--- config.mk ---
export PLATFORM = sky130hd
export DESIGN_NAME = phtl_ctrl
export DESIGN_NICKNAME = d
export VERILOG_FILES = /design/src/phtl_pkg.sv /design/src/phtl_ctrl.sv
export SDC_FILE = /design/constraint.sdc
export NUM_CORES = 1
export LEC_CHECK = 0
export BUFFER_PORTS_ARGS = -buffer_cell sky130_fd_sc_hd__buf_2
export CAP_MARGIN = 20
export CORE_AREA = 3 3 40 42
export DETAILED_ROUTE_END_ITERATION = 12
export DIE_AREA = 0 0 43 45
export GPL_TIMING_DRIVEN = 0
export PLACE_DENSITY = 0.44
export SYNTH_ARGS = -nofsm -noshare
export SYNTH_HDL_FRONTEND = slang
export SYNTH_SLANG_ARGS = --single-unit
--- constraint.sdc ---
create_clock -name clk_i -period 2.8 [get_ports clk_i]
set_clock_uncertainty 0.05 [all_clocks]
set_input_delay 0.56 -clock clk_i [delete_from_list [all_inputs] [get_ports clk_i]]
set_output_delay 0.56 -clock clk_i [all_outputs]
set_load 0.005 [all_outputs]
--- src/phtl_pkg.sv ---
`default_nettype none
// ----------------------------------------------------------------------------
// phtl_pkg
// Shared types and codes for the probed hash table: slot layout, item kinds,
// controller states and the command/status bundles between control and data.
// ----------------------------------------------------------------------------
package phtl_pkg;

  // item kinds
  localparam logic KIND_INSERT = 1'b0;
  localparam logic KIND_LOOKUP = 1'b1;

  // stored slot: lock word, evaluation, side-to-move tag
  typedef struct packed {
    logic [31:0] lock;
    logic [15:0] eval;
    logic [1:0]  color;
  } phtl_slot_t;

  localparam int unsigned SLOT_W = $bits(phtl_slot_t);

  // controller states
  typedef enum logic [3:0] {
    ST_CLEAR = 4'b0001,
    ST_IDLE  = 4'b0010,
    ST_PROBE = 4'b0100,
    ST_RESP  = 4'b1000
  } phtl_state_e;

  // commands from controller to datapath
  typedef struct packed {
    logic accept;      // latch incoming transaction, start at first slot
    logic clear;       // write zero at the clear pointer and advance it
    logic probe_next;  // move to the next slot of the window
    logic write_slot;  // store the item into the current slot
    logic record_hit;  // capture the hit, and for a lookup the evaluation, of the current slot
    logic load_out;    // move the result into the output register
  } phtl_cmd_t;

  // status from datapath to controller
  typedef struct packed {
    logic in_lock_zero;  // incoming item carries an empty-marker lock
    logic is_insert;     // item in flight is an insert
    logic slot_match;    // current slot satisfies the item
    logic last_probe;    // current slot is the last one of the window
    logic clear_done;    // clear pointer is at the top of the store
    logic out_free;      // output register can take a result this cycle
  } phtl_status_t;

endpackage
`default_nettype wire

--- src/phtl_ctrl.sv ---
`default_nettype none
// ----------------------------------------------------------------------------
// phtl_ctrl
// Controller: clearing pass after reset, then accept, probe the window one
// slot per cycle and hand the result to the output register.
// ----------------------------------------------------------------------------
module phtl_ctrl
  import phtl_pkg::*;
(
  input  wire logic         clk_i,
  input  wire logic         rst_ni,
  input  wire logic         in_valid_i,
  output logic              in_stall_o,
  input  wire phtl_status_t status_i,
  output phtl_cmd_t         cmd_o
);

  phtl_state_e state_q, state_d;

  // state register
  always_ff @(posedge clk_i or negedge rst_ni) begin
    if (!rst_ni) begin
      state_q <= ST_CLEAR;
    end else begin
      state_q <= state_d;
    end
  end

  // next state and commands
  always_comb begin
    state_d = state_q;
    cmd_o   = '0;
    case (state_q)
      ST_CLEAR: begin
        cmd_o.clear = 1'b1;
        if (status_i.clear_done) begin
          state_d = ST_IDLE;
        end
      end
      ST_IDLE: begin
        if (in_valid_i) begin
          cmd_o.accept = 1'b1;
          state_d      = status_i.in_lock_zero ? ST_RESP : ST_PROBE;
        end
      end
      ST_PROBE: begin
        if (status_i.slot_match) begin
          cmd_o.record_hit = 1'b1;
          cmd_o.write_slot = status_i.is_insert;
          state_d          = ST_RESP;
        end else if (status_i.last_probe) begin
          state_d = ST_RESP;
        end else begin
          cmd_o.probe_next = 1'b1;
        end
      end
      ST_RESP: begin
        if (status_i.out_free) begin
          cmd_o.load_out = 1'b1;
          state_d        = ST_IDLE;
        end
      end
      default: begin
        state_d = ST_CLEAR;
      end
    endcase
  end

  assign in_stall_o = (state_q != ST_IDLE);

`ifndef SYNTHESIS
  // the clearing pass ends before any transaction is taken
  assert property (@(posedge clk_i) disable iff (!rst_ni)
    cmd_o.accept |-> !cmd_o.clear && (state_q == ST_IDLE))
    else $error("transaction accepted during clearing pass");

  // a slot write always ends the probe and produces a result next
  assert property (@(posedge clk_i) disable iff (!rst_ni)
    cmd_o.write_slot |=> (state_q == ST_RESP))
    else $error("insert write not followed by result");

  // a result load returns to idle, so each accepted transaction yields one load before the next
  assert property (@(posedge clk_i) disable iff (!rst_ni)
    cmd_o.load_out |=> (state_q == ST_IDLE))
    else $error("result load without return to idle");
`endif

endmodule
`default_nettype wire

; ---- Yosys cells after proc, flatten, opt, wreduce, memory -nomap -nowiden
; Cells that the tools add are included.
[totals]
register_bits = 4
word_cells = 27
[classes]
n_eq_ne = 9
muxes = 16
reduce_logical = 1
[ops]
columns = op, count
row1 = $mux 4, 6
row2 = $pmux 4 s4, 1
row3 = $mux 1, 7
row4 = $ne 2x2->1 const B, 3
row5 = $eq 4x1->1 const B, 1
row6 = $eq 4x2->1 const B, 1
row7 = $eq 4x3->1 const B, 1
row8 = $eq 4x4->1 const B, 1
row9 = $ne 4x2->1 const B, 1
row10 = $reduce_and 4->1, 1
row11 = $mux 3, 1
row12 = $ne 3x3->1 const B, 1
row13 = $mux 2, 1

; ---- Longest topological paths before layout
; Gate-level depths: netlist (run 1).
[logic_depth]
word_depth = 3
ltp_mapped = 4
mapped_depth_nobuf = 3

; ---- Worst setup path before layout (run 1)
; Ideal clock, no wire load.
[synth_path]
path_kind = reg2out
startpoint = register state_q[1]
endpoint = output cmd_o[2] (netlist name)
arrival_ns = 0.937
required_time_ns = 2.190
slack_ns = 1.253
stages_incl_launch_ff = 4
cell_sequence = dfrtp_1 buf_6 nor4b_2 and3_1
[synth_lines]
columns = item, line_no
row1 = "start, declared", phtl_ctrl.sv:18  ; phtl_state_e state_q, state_d;
row2 = "start signal, assigned", phtl_ctrl.sv:25  ; state_q <= state_d;
row3 = "end, declared", phtl_ctrl.sv:15  ; output phtl_cmd_t cmd_o

==> flow_metrics.tcl, run 1 <==
set metrics [dict create \
    drtIter0Drc 5 \
    powerDensity_nw_per_um2 737.4 \
    start_util 0.2444 \
    timing.slew.headroom 0.8169 \
    ys_top_cells_by_area "dfrtp_1 (24%), buf_6 (11%), dfstp_2 (8.4%)" \
    drv_slew 0 \
    drt_first_pass_iters 2 \
    ys_types 22 \
    ff2ff_path_depth 4 \
    mappedNetlistArea_sq_um 314.1 \
    io_buffer_count 15 \
    intPower_uw 208.6 \
    tightest_slew_ps 270.9 \
    hold_viol_final 0 \
    swShare 0.3484 \
    end_kind "output pin" \
    reg2reg_from "state_q[1]$_DFFE_PN0P_" \
    leakage_nw 0.2338 \
    path_cells "buf_6 -> nor4b_2 -> and2_1 -> buf_2" \
    p_sw_uw 111.5 \
    nNetsFinal 65 \
    setup_viol 0 \
    clock_latency_ps 240 \
    syn_area_per_cell_sq_um 8.724 \
    finalCriticalPeriod_ps 1966 \
    hold_class "input pin to async pin" \
    synth_ff_type "dfrtp_1" \
    netlist.top_cell.by_area "dfrtp_1" \
    multiInputGateArea_sq_um 175.2 \
    drcViolationCount 0 \
    drt.antenna.violating_nets 0 \
    diodes 0 \
    power_frac_seq 0.307 \
    wl_per_cell_microns 10.21 \
    ys_warn_count 0 \
    die_y_microns 45 \
    fmax_mhz 508.6 \
    peakVddDrop_mv 0.3492 \
    slowest_stage "dfrtp_1" \
    r2r_slack_ps 1540 \
    cpPeakStageDelay_ps 360 \
    grt_pass1_vias 295 \
    largest_registers "state_q (4)" \
    synthCells 36 \
    grt_max_degree 11 \
    grtUsageTotal 0.08848 \
    netlist.area_leader.share 0.2390 \
    totalPowerFinal_uw 320.2 \
    cts_tree "built" \
    cap_violations 0 \
    die_x_microns 43 \
    fillers 139 \
    num_io_pins 16 \
    ys_ff_latch 4 \
    synth.most_common_cell "nor2_1" \
    drive_gt1_frac 0.4364 \
    cts.sinks 4 \
    synthArstFlopShare 1.000 \
    vias 326 \
    hpwl_microns 567.2 \
    grt_pass1_wl_microns 1262 \
    critPathMaxFanout 10 \
    synth_edf_count 0 \
    syn_nets 45 \
    clockBufferDepth 2 \
    arrival_ps 1360 \
    core_area_sq_um 1285 \
    cts_resized 0 \
    pwr-share-comb 0.443 \
    rows 13 \
    gp_congestion 0.6429 \
    cts_buffers 3 \
    die-area_sq_um 1935 \
    tns_ps 0 \
    fin_crit_sh 0.7023 \
    clkPwrFrac 0.250 \
    largest_register_ff_count 4 \
    htree_levels 1 \
    clkTransAtPathRegs_ps 40 \
    outcome "complete, no violations" \
    via_per_inst 4.657 \
    rsz0062_at_grt "no" \
    areaGrowthSynthToFinish_pct 38.25 \
    synth_common_cells "nor2_1 (6), buf_6 (3), dfrtp_1 (3)" \
    top_register "state_q" \
    yosysSeqAreaShare 0.3227 \
    seqCellArea_sq_um 101.3 \
    postCtsSetupBuffers 0 \
    hold_buffers 0 \
    crit_type "flop to output pin" \
    whs_ps 65.48 \
    startpoint_type "flop" \
    startpoint "state_q[1]$_DFFE_PN0P_" \
    clock-root-buffer "clkbuf_4" \
    gr-total-overflow 0 \
    wirelength_microns 715 \
    cp.required_ps 2190 \
    antenna_found_initial 0 \
]
==> per-stage QoR <==
step                  util  worst slack, ps  cell area [sq um]  instances
floorplan                -             1253              314.1         36
global placement    0.3174             1073              407.9         66
detailed placement  0.3174             1068              407.9         66
CTS                 0.3379            808.8              434.2         70
global route        0.3379            694.9              434.2         70
finish              0.3379            833.7              434.2         70
==> final cells by class <==
| cell class | count | share of cell area |
|---|---|---|
| plain buffers | 3 | 0.07781 |
| clock buffers | 4 | 0.06052 |
| inverters | 1 | 0.008646 |
| multi-input cells | 28 | 0.4035 |
| flip-flops and latches | 4 | 0.2334 |
| well taps | 15 | 0.04323 |
| repair buffers | 15 | 0.1729 |
==> placed cells by master, fill, tap and decap left out, drive strengths merged <==
| cell type | Yosys | final |
|---|---|---|
| nand2 | 2 | 2 |
| nor3b | 1 | 1 |
| dfrtp | 3 | 3 |
| o21ai | 2 | 2 |
| inv | 1 | 1 |
| a31oi | 1 | 1 |
| a21oi | 1 | 1 |
| nor2 | 6 | 6 |
| nand3 | 2 | 2 |
| a21o | 1 | 1 |
| or3 | 1 | 1 |
| o31a | 1 | 1 |
| clkbuf | 0 | 4 |
| and3 | 2 | 2 |
| and4b | 1 | 1 |
| dfstp | 1 | 1 |
| o22a | 1 | 1 |
| nor2b | 1 | 1 |
| nor4b | 2 | 2 |
| xor2 | 1 | 1 |
| and2 | 2 | 2 |
| buf | 3 | 18 |
==> critical path: cells and delay by family, from the launching register on <==
kind | cells | cell delay (ps)
simple gates | 2 | 520
buf+inv | 2 | 250
flops | 1 | 360
==> power groups by stage <==
| stage | sequential [mW] | clock [mW] | combinational (mW) |
|---|---|---|---|
| floorplan | 0.0938 | 0 | 0.104 |
| global placement | 0.0991 | 0 | 0.144 |
| detailed placement | 0.0992 | 0 | 0.143 |
| CTS | 0.0985 | 0.0842 | 0.143 |
| global route | 0.102 | 0.0870 | 0.159 |
| finish | 0.0982 | 0.0800 | 0.142 |
==> kinds of logic (layout without fill, tap and decap cells) <==
| group | Yosys count | in the layout | share of synthesized area |
|---|---|---|---|
| and+or+nand+nor | 20 | 20 | 0.3825 |
| AOI/OAI and AO/OA | 7 | 7 | 0.1474 |
| DFF | 4 | 4 | 0.3227 |
| buffers and inverters | 4 | 23 | 0.1195 |
| xor gates and xnor gates | 1 | 1 | 0.02789 |
==> layer usage <==
layer,up-vias,track usage,part of all wire
met5,-,0,0
met4,0,0.03614,0
met3,0,0.03984,0.085
met2,13,0.1257,0.45
met1,146,0.1165,0.47
li1,167,-,-
==> final timing paths <==
path	end
worst max register to register	state_q[3]$_DFFE_PN0P_
worst min-delay path	state_q[3]$_DFFE_PN0P_
max in group asynchronous	state_q[0]$_DFFE_PN1P_
min in group clk_i	state_q[0]$_DFFE_PN1P_
worst max-delay path	cmd_o[3]
worst min register to register	state_q[0]$_DFFE_PN1P_
Note: power is estimated with default switching activity, not from simulation.
==> run 2, diff against run 1 <==
--- a/config.mk
+++ b/config.mk
@@ -11,7 +11,7 @@
 export DETAILED_ROUTE_END_ITERATION = 12
 export DIE_AREA = 0 0 43 45
 export GPL_TIMING_DRIVEN = 0
-export PLACE_DENSITY = 0.44
+export PLACE_DENSITY = 0.46
 export SYNTH_ARGS = -nofsm -noshare
 export SYNTH_HDL_FRONTEND = slang
 export SYNTH_SLANG_ARGS = --single-unit
==> constraint.sdc (replaced) <==
create_clock -name clk_i -period 1.7 [get_ports clk_i]
set_clock_uncertainty 0.05 [all_clocks]
set_input_delay 0.34 -clock clk_i [delete_from_list [all_inputs] [get_ports clk_i]]
set_output_delay 0.34 -clock clk_i [all_outputs]
set_load 0.005 [all_outputs]
==> run 2 against run 1 <==
  * Combinational power grew 80%
  * Worst hold slack gained 280 ps
  * Setup slack lost 780 ps
  * Sequential cell count is the same
  * Design area grew 12%
  * Critical path depth is the same
  * Sequential share of layout area shrank 2.6 points
  * Die area is the same
  * First-iteration DRC count grew 120%
==> flow_metrics.tcl, run 2 (synthesized netlist as in run 1, its figures left out) <==
set metrics [dict create \
    outcome "complete, no violations" \
    htree_levels 1 \
    grt_pass1_wl_microns 1297 \
    tightest_slew_ps 211.0 \
    arrival_ps 1250 \
    clkPwrFrac 0.239 \
    powerDensity_nw_per_um2 1133 \
    cts_tree "built" \
    intPower_uw 362.3 \
    drt.antenna.violating_nets 0 \
    rsz0062_at_grt "yes" \
    cts_buffers 3 \
    hold_viol_final 0 \
    cp.required_ps 1310 \
    power_frac_seq 0.300 \
    p_sw_uw 190.5 \
    cp.depth 4 \
    clkTransAtPathRegs_ps 40 \
    worst-path-buf-inv 2 \
    wirelength_microns 750 \
    swShare 0.3446 \
    drcViolationCount 0 \
    gp_congestion 0.6749 \
    fin_crit_sh 0.9662 \
    path_cells "buf_6 -> nor4b_4 -> and3_1 -> buf_2" \
    antenna_found_initial 0 \
    grt_max_degree 11 \
    peakVddDrop_mv 0.3921 \
    fmax_mhz 608.8 \
    cap_violations 0 \
    clock-root-buffer "clkbuf_4" \
    totalPowerFinal_uw 552.7 \
    end_kind "output pin" \
    cpPeakStageDelay_ps 360 \
    setup_slack_ps 57.47 \
    io_buffer_count 15 \
    clockBufferDepth 2 \
    drv_slew 0 \
    start_util 0.2444 \
    wl_per_cell_microns 10.00 \
    gr-total-overflow 0 \
    via_per_inst 4.360 \
    nNetsFinal 70 \
    cpLargestDelayFamily "simple AND/OR/NAND/NOR gates" \
    drtIter0Drc 11 \
    die_x_microns 43 \
    grt_busiest_layer "met2" \
    startpoint_type "flop" \
    timing.slew.headroom 0.8574 \
    critPathMaxFanout 9 \
    mostFrequentLayoutCells "buf_2 (14), nor2_1 (6), buf_4 (5)" \
    setup_viol 0 \
    largest_registers "state_q (4)" \
    grt_use_met3 0.02789 \
    die_y_microns 45 \
    ff2ff_path_depth 5 \
    areaGrowthSynthToFinish_pct 55.38 \
    die-area_sq_um 1935 \
    crit_type "flop to output pin" \
    grt_pass1_vias 322 \
    finalCriticalPeriod_ps 1643 \
    hold_class "input pin to flop" \
    drive_gt1_frac 0.4833 \
    rows 13 \
    grtUsageTotal 0.09182 \
    place_ws_ps 204.3 \
    cts.sinks 4 \
    hold_depth 3 \
    met1_usage 0.1019 \
    final_common_cell "buf_2" \
    leakage_nw 0.2610 \
    clock_latency_ps 240 \
    hpwl_microns 545.9 \
    pwr-share-comb 0.461 \
    top_register "state_q" \
    drt_first_pass_iters 2 \
    grt_use_met2 0.1467 \
    largest_register_ff_count 4 \
    vias 327 \
    core_area_sq_um 1285 \
    slowest_stage "dfrtp_1" \
    num_io_pins 16 \
    diodes 0 \
]
## run 2: changes by cell type in the layout (fill, tap and decap cells not counted), sizes merged
cell / delta
dlygate4sd3: +1
buf: +4
## run 2: worst register-to-register path, delay by kind of cell, from the launching register on
kind	cells	cell delay, ps
AOI/OAI and AO/OA	1	150
buffers and inverters	2	240
DFF	1	600
and+or+nand+nor	2	210
## run 2: cell type report
cell class,count,area (sq um)
Buffer,2,22.52
Clock buffer,4,26.28
Fill cell,137,797.0
Inverter,1,3.754
Multi-Input combinational cell,28,186.4
Sequential cell,4,101.3
Tap cell,15,18.77
Timing Repair Buffer,21,128.9
## run 2: power by group through the flow
| stage | clock network, mW | registers (mW) | logic (mW) |
|---|---|---|---|
| 2_1_floorplan | 0 | 0.155 | 0.171 |
| 3_3_place_gp | 0 | 0.163 | 0.236 |
| 3_5_place_dp | 0 | 0.161 | 0.231 |
| 6_report | 0.132 | 0.166 | 0.255 |
| 4_1_cts | 0.135 | 0.164 | 0.251 |
| 5_1_grt | 0.149 | 0.169 | 0.279 |
## run 2: stage by stage
stage / hold slack, ps / util / cell area (sq um) / cells / setup TNS (ps)
3_3_place_gp: 100.2 / 0.3174 / 407.9 / 66 / 0
4_1_cts: 344.2 / 0.3720 / 478.0 / 74 / 0
6_report: 342.7 / 0.3797 / 488.0 / 75 / 0
2_1_floorplan: -5.591 / - / 314.1 / 36 / 0
5_1_grt: 365.1 / 0.3797 / 488.0 / 75 / -72.28
3_5_place_dp: 100.6 / 0.3174 / 407.9 / 66 / 0
## run 2: what timing repair did
action | in CTS | in global routing
buffers inserted | 3 | 2
setup endpoints to repair | 3 | 4
gates resized for setup | 2 | 1
pin swaps | 2 | 2
hold buffers | 1 | 0
hold endpoints to repair | 3 | 0
## run 2: final timing paths
path	slack [ps]	startpoint	endpoint
min in group asynchronous	390	rst_ni	state_q[3]$_DFFE_PN0P_
worst max-delay path	60	state_q[1]$_DFFE_PN0P_	cmd_o[2]
worst min register to register	520	state_q[0]$_DFFE_PN1P_	state_q[0]$_DFFE_PN1P_
worst max register to register	340	state_q[0]$_DFFE_PN1P_	state_q[2]$_DFFE_PN0P_
max in group asynchronous	1010	rst_ni	state_q[0]$_DFFE_PN1P_
worst min-delay path	340	status_i[5]	state_q[2]$_DFFE_PN0P_
## run 2: layer usage
metal	routed length, microns	share of wire
met1	311	0.41
met2	378	0.50
met3	59	0.079
met4	0	0
met5	0	0
==> run 3, diff against run 2 <==
--- a/config.mk
+++ b/config.mk
@@ -5,13 +5,14 @@
 export SDC_FILE = /design/constraint.sdc
 export NUM_CORES = 1
 export LEC_CHECK = 0
+export ABC_AREA = 1
 export BUFFER_PORTS_ARGS = -buffer_cell sky130_fd_sc_hd__buf_2
 export CAP_MARGIN = 20
 export CORE_AREA = 3 3 40 42
 export DETAILED_ROUTE_END_ITERATION = 12
 export DIE_AREA = 0 0 43 45
 export GPL_TIMING_DRIVEN = 0
-export PLACE_DENSITY = 0.46
+export PLACE_DENSITY = 0.44
 export SYNTH_ARGS = -nofsm -noshare
 export SYNTH_HDL_FRONTEND = slang
 export SYNTH_SLANG_ARGS = --single-unit
==> run 3 against run 2 <==
  * Area after synthesis fell by 6.8%
  * Design area fell by 12%
  * Clock power barely moved
  * Utilization fell by 4.7 points
  * Critical path depth rose by 1
  * Critical endpoint is now cmd_o[1]
  * Critical path type unchanged
==> flow_metrics.tcl, run 3 <==
set metrics [dict create \
    outcome "complete, no violations" \
    place_ws_ps 363.0 \
    met3WireLength_microns 55 \
    tightest_slew_ps 184.0 \
    cap_violations 0 \
    synth_common_cells "nand2_1 (16), inv_1 (10), nor2_1 (9)" \
    grtUsageTotal 0.09030 \
    die_y_microns 45 \
    postCtsSetupBuffers 0 \
    whs_ps 313.7 \
    clockBufferDepth 2 \
    nNetsFinal 79 \
    design_area_sq_um 427.9 \
    met1_length_microns 347 \
    path_cells "inv_1 -> nor2_1 -> nand2_1 -> nor2_1 -> buf_2" \
    via_per_inst 3.905 \
    hold_class "input pin to flop" \
    gp_congestion 0.7451 \
    stdcell_count 84 \
    synthCells 49 \
    synthArstFlopShare 1.000 \
    netlist.area_leader.share 0.2564 \
    ys_warn_count 0 \
    drt_first_pass_iters 3 \
    grt_pass1_vias 307 \
    setup_viol 0 \
    timing.slew.headroom 0.8772 \
    finalCriticalPeriod_ps 1600 \
    areaGrowthSynthToFinish_pct 46.15 \
    drv_slew 0 \
    end_kind "output pin" \
    largest_register_ff_count 4 \
    drtIter0Drc 6 \
    intPower_uw 329.4 \
    ys_top_cells_by_area "dfrtp_1 (26%), nand2_1 (21%), inv_1 (13%)" \
    dpl_cell_area_sq_um 386.6 \
    critPathMaxFanout 4 \
    worst-path-buf-inv 2 \
    clock-root-buffer "clkbuf_4" \
    rsz0062_at_grt "no" \
    clock_latency_ps 240 \
    start_util 0.2278 \
    die-area_sq_um 1935 \
    synth_edf_count 0 \
    cp.required_ps 1310 \
    fin_crit_sh 0.9412 \
    slowest_stage "dfrtp_1" \
    cts_tree "built" \
    htree_levels 1 \
    cpPeakStageDelay_ps 400 \
    core_area_sq_um 1285 \
    p_sw_uw 246.4 \
    synth_ff_type "dfrtp_1" \
    top_register "state_q" \
    hpwl_microns 586.2 \
    netlist.top_cell.by_area "dfrtp_1" \
    routed.top_layer "met3" \
    die_x_microns 43 \
    io_buffer_count 15 \
    synth.most_common_cell "nand2_1" \
    cp_common_cell "nor2_1" \
    vias 328 \
    mappedNetlistArea_sq_um 292.8 \
    pwr-share-comb 0.461 \
    syn_nets 58 \
    setup_slack_ps 99.89 \
    cpLargestDelayFamily "flip-flops" \
    arrival_ps 1210 \
    final_common_cell "nand2_1" \
    hold_viol_final 0 \
    peakVddDrop_mv 0.6348 \
    tns_ps 0 \
    antenna_found_initial 0 \
    clkPwrFrac 0.231 \
    leakage_nw 0.2852 \
    startpoint_type "flop" \
    num_io_pins 16 \
    diodes 0 \
    swShare 0.4279 \
    grt_pass1_wl_microns 1269 \
    powerDensity_nw_per_um2 1346 \
    crit_type "flop to output pin" \
    mostFrequentLayoutCells "nand2_1 (16), buf_2 (15), inv_1 (10)" \
    drive_gt1_frac 0.3478 \
    wl_per_cell_microns 8.833 \
    cts.sinks 4 \
    placed_cells 79 \
    drt.antenna.violating_nets 0 \
    grt_max_degree 6 \
    largest_registers "state_q (4)" \
    fillers 149 \
    ys_ff_latch 4 \
    clkTransAtPathRegs_ps 50 \
    drcViolationCount 0 \
    syn_area_per_cell_sq_um 5.975 \
    rows 13 \
    wirelength_microns 742 \
    gr-total-overflow 0 \
    yosysSeqAreaShare 0.3462 \
    fmax_mhz 625.0 \
    dr_wl_met2_microns 339 \
    power_frac_seq 0.308 \
    cts_buffers 3 \
    ys_types 9 \
]
## run 3: power by group through the flow
stage               clock network [mW]  registers, mW  logic (mW)
floorplan                            0          0.168       0.182
global placement                     0          0.173       0.262
detailed placement                   0          0.173       0.260
CTS                              0.141          0.173       0.263
global route                     0.151          0.182       0.310
finish                           0.133          0.178       0.265
## run 3: kinds of logic after synthesis
logic type | count (synthesis) | synth area share
flops | 4 | 0.3462
buf+inv | 10 | 0.1282
simple gates | 34 | 0.5085
compound gates | 1 | 0.01708
## run 3: worst register-to-register path, cell delays in order, from the launching register on
cell and delay [ps]:
dfstp_2 550, inv_1 40, nor2_1 110, nand3_1 110, nand2_1 100, nor2_2 60
nand2_1 50, nand2_1 50
## run 3: area by class of cell
type,instances,area [sq um],area share
clock buffers,4,26.28,0.06140
inverters,10,37.54,0.08772
well taps,15,18.77,0.04386
flip-flops and latches,4,101.3,0.2368
multi-input cells,35,158.9,0.3713
repair buffers,16,85.08,0.1988
## run 3: worst paths after layout
check | to | start | slack [ps] | cells after the start
hold reg to reg | state_q[2]$_DFFE_PN0P_ | state_q[1]$_DFFE_PN0P_ | 580 | 3
hold / removal | state_q[2]$_DFFE_PN0P_ | status_i[5] | 310 | 4
min in group asynchronous | state_q[2]$_DFFE_PN0P_ | rst_ni | 380 | 2
setup reg to reg | state_q[1]$_DFFE_PN0P_ | state_q[0]$_DFFE_PN1P_ | 470 | 7
setup / recovery | cmd_o[1] | state_q[2]$_DFFE_PN0P_ | 100 | 5
max in group asynchronous | state_q[0]$_DFFE_PN1P_ | rst_ni | 1000 | 2
## run 3: per-stage QoR
step,power [mW],util
2_1_floorplan,0.3494,-
3_5_place_dp,0.4333,0.3009
6_report,0.5758,0.3330
4_1_cts,0.5773,0.3291
5_1_grt,0.6421,0.3330
3_3_place_gp,0.4351,0.3009
## run 3: metal layers
layer	vias to the layer above	GRT usage
li1	182	-
met1	137	0.1122
met2	9	0.1407
met3	0	0.04781
met4	0	0.01807
met5	-	0
## run 3: what timing repair did
item / CTS / global route
hold endpoints to repair: 3 / 0
resized for setup: 0 / 1
hold buffers: 1 / 0
setup endpoints to repair: 0 / 1
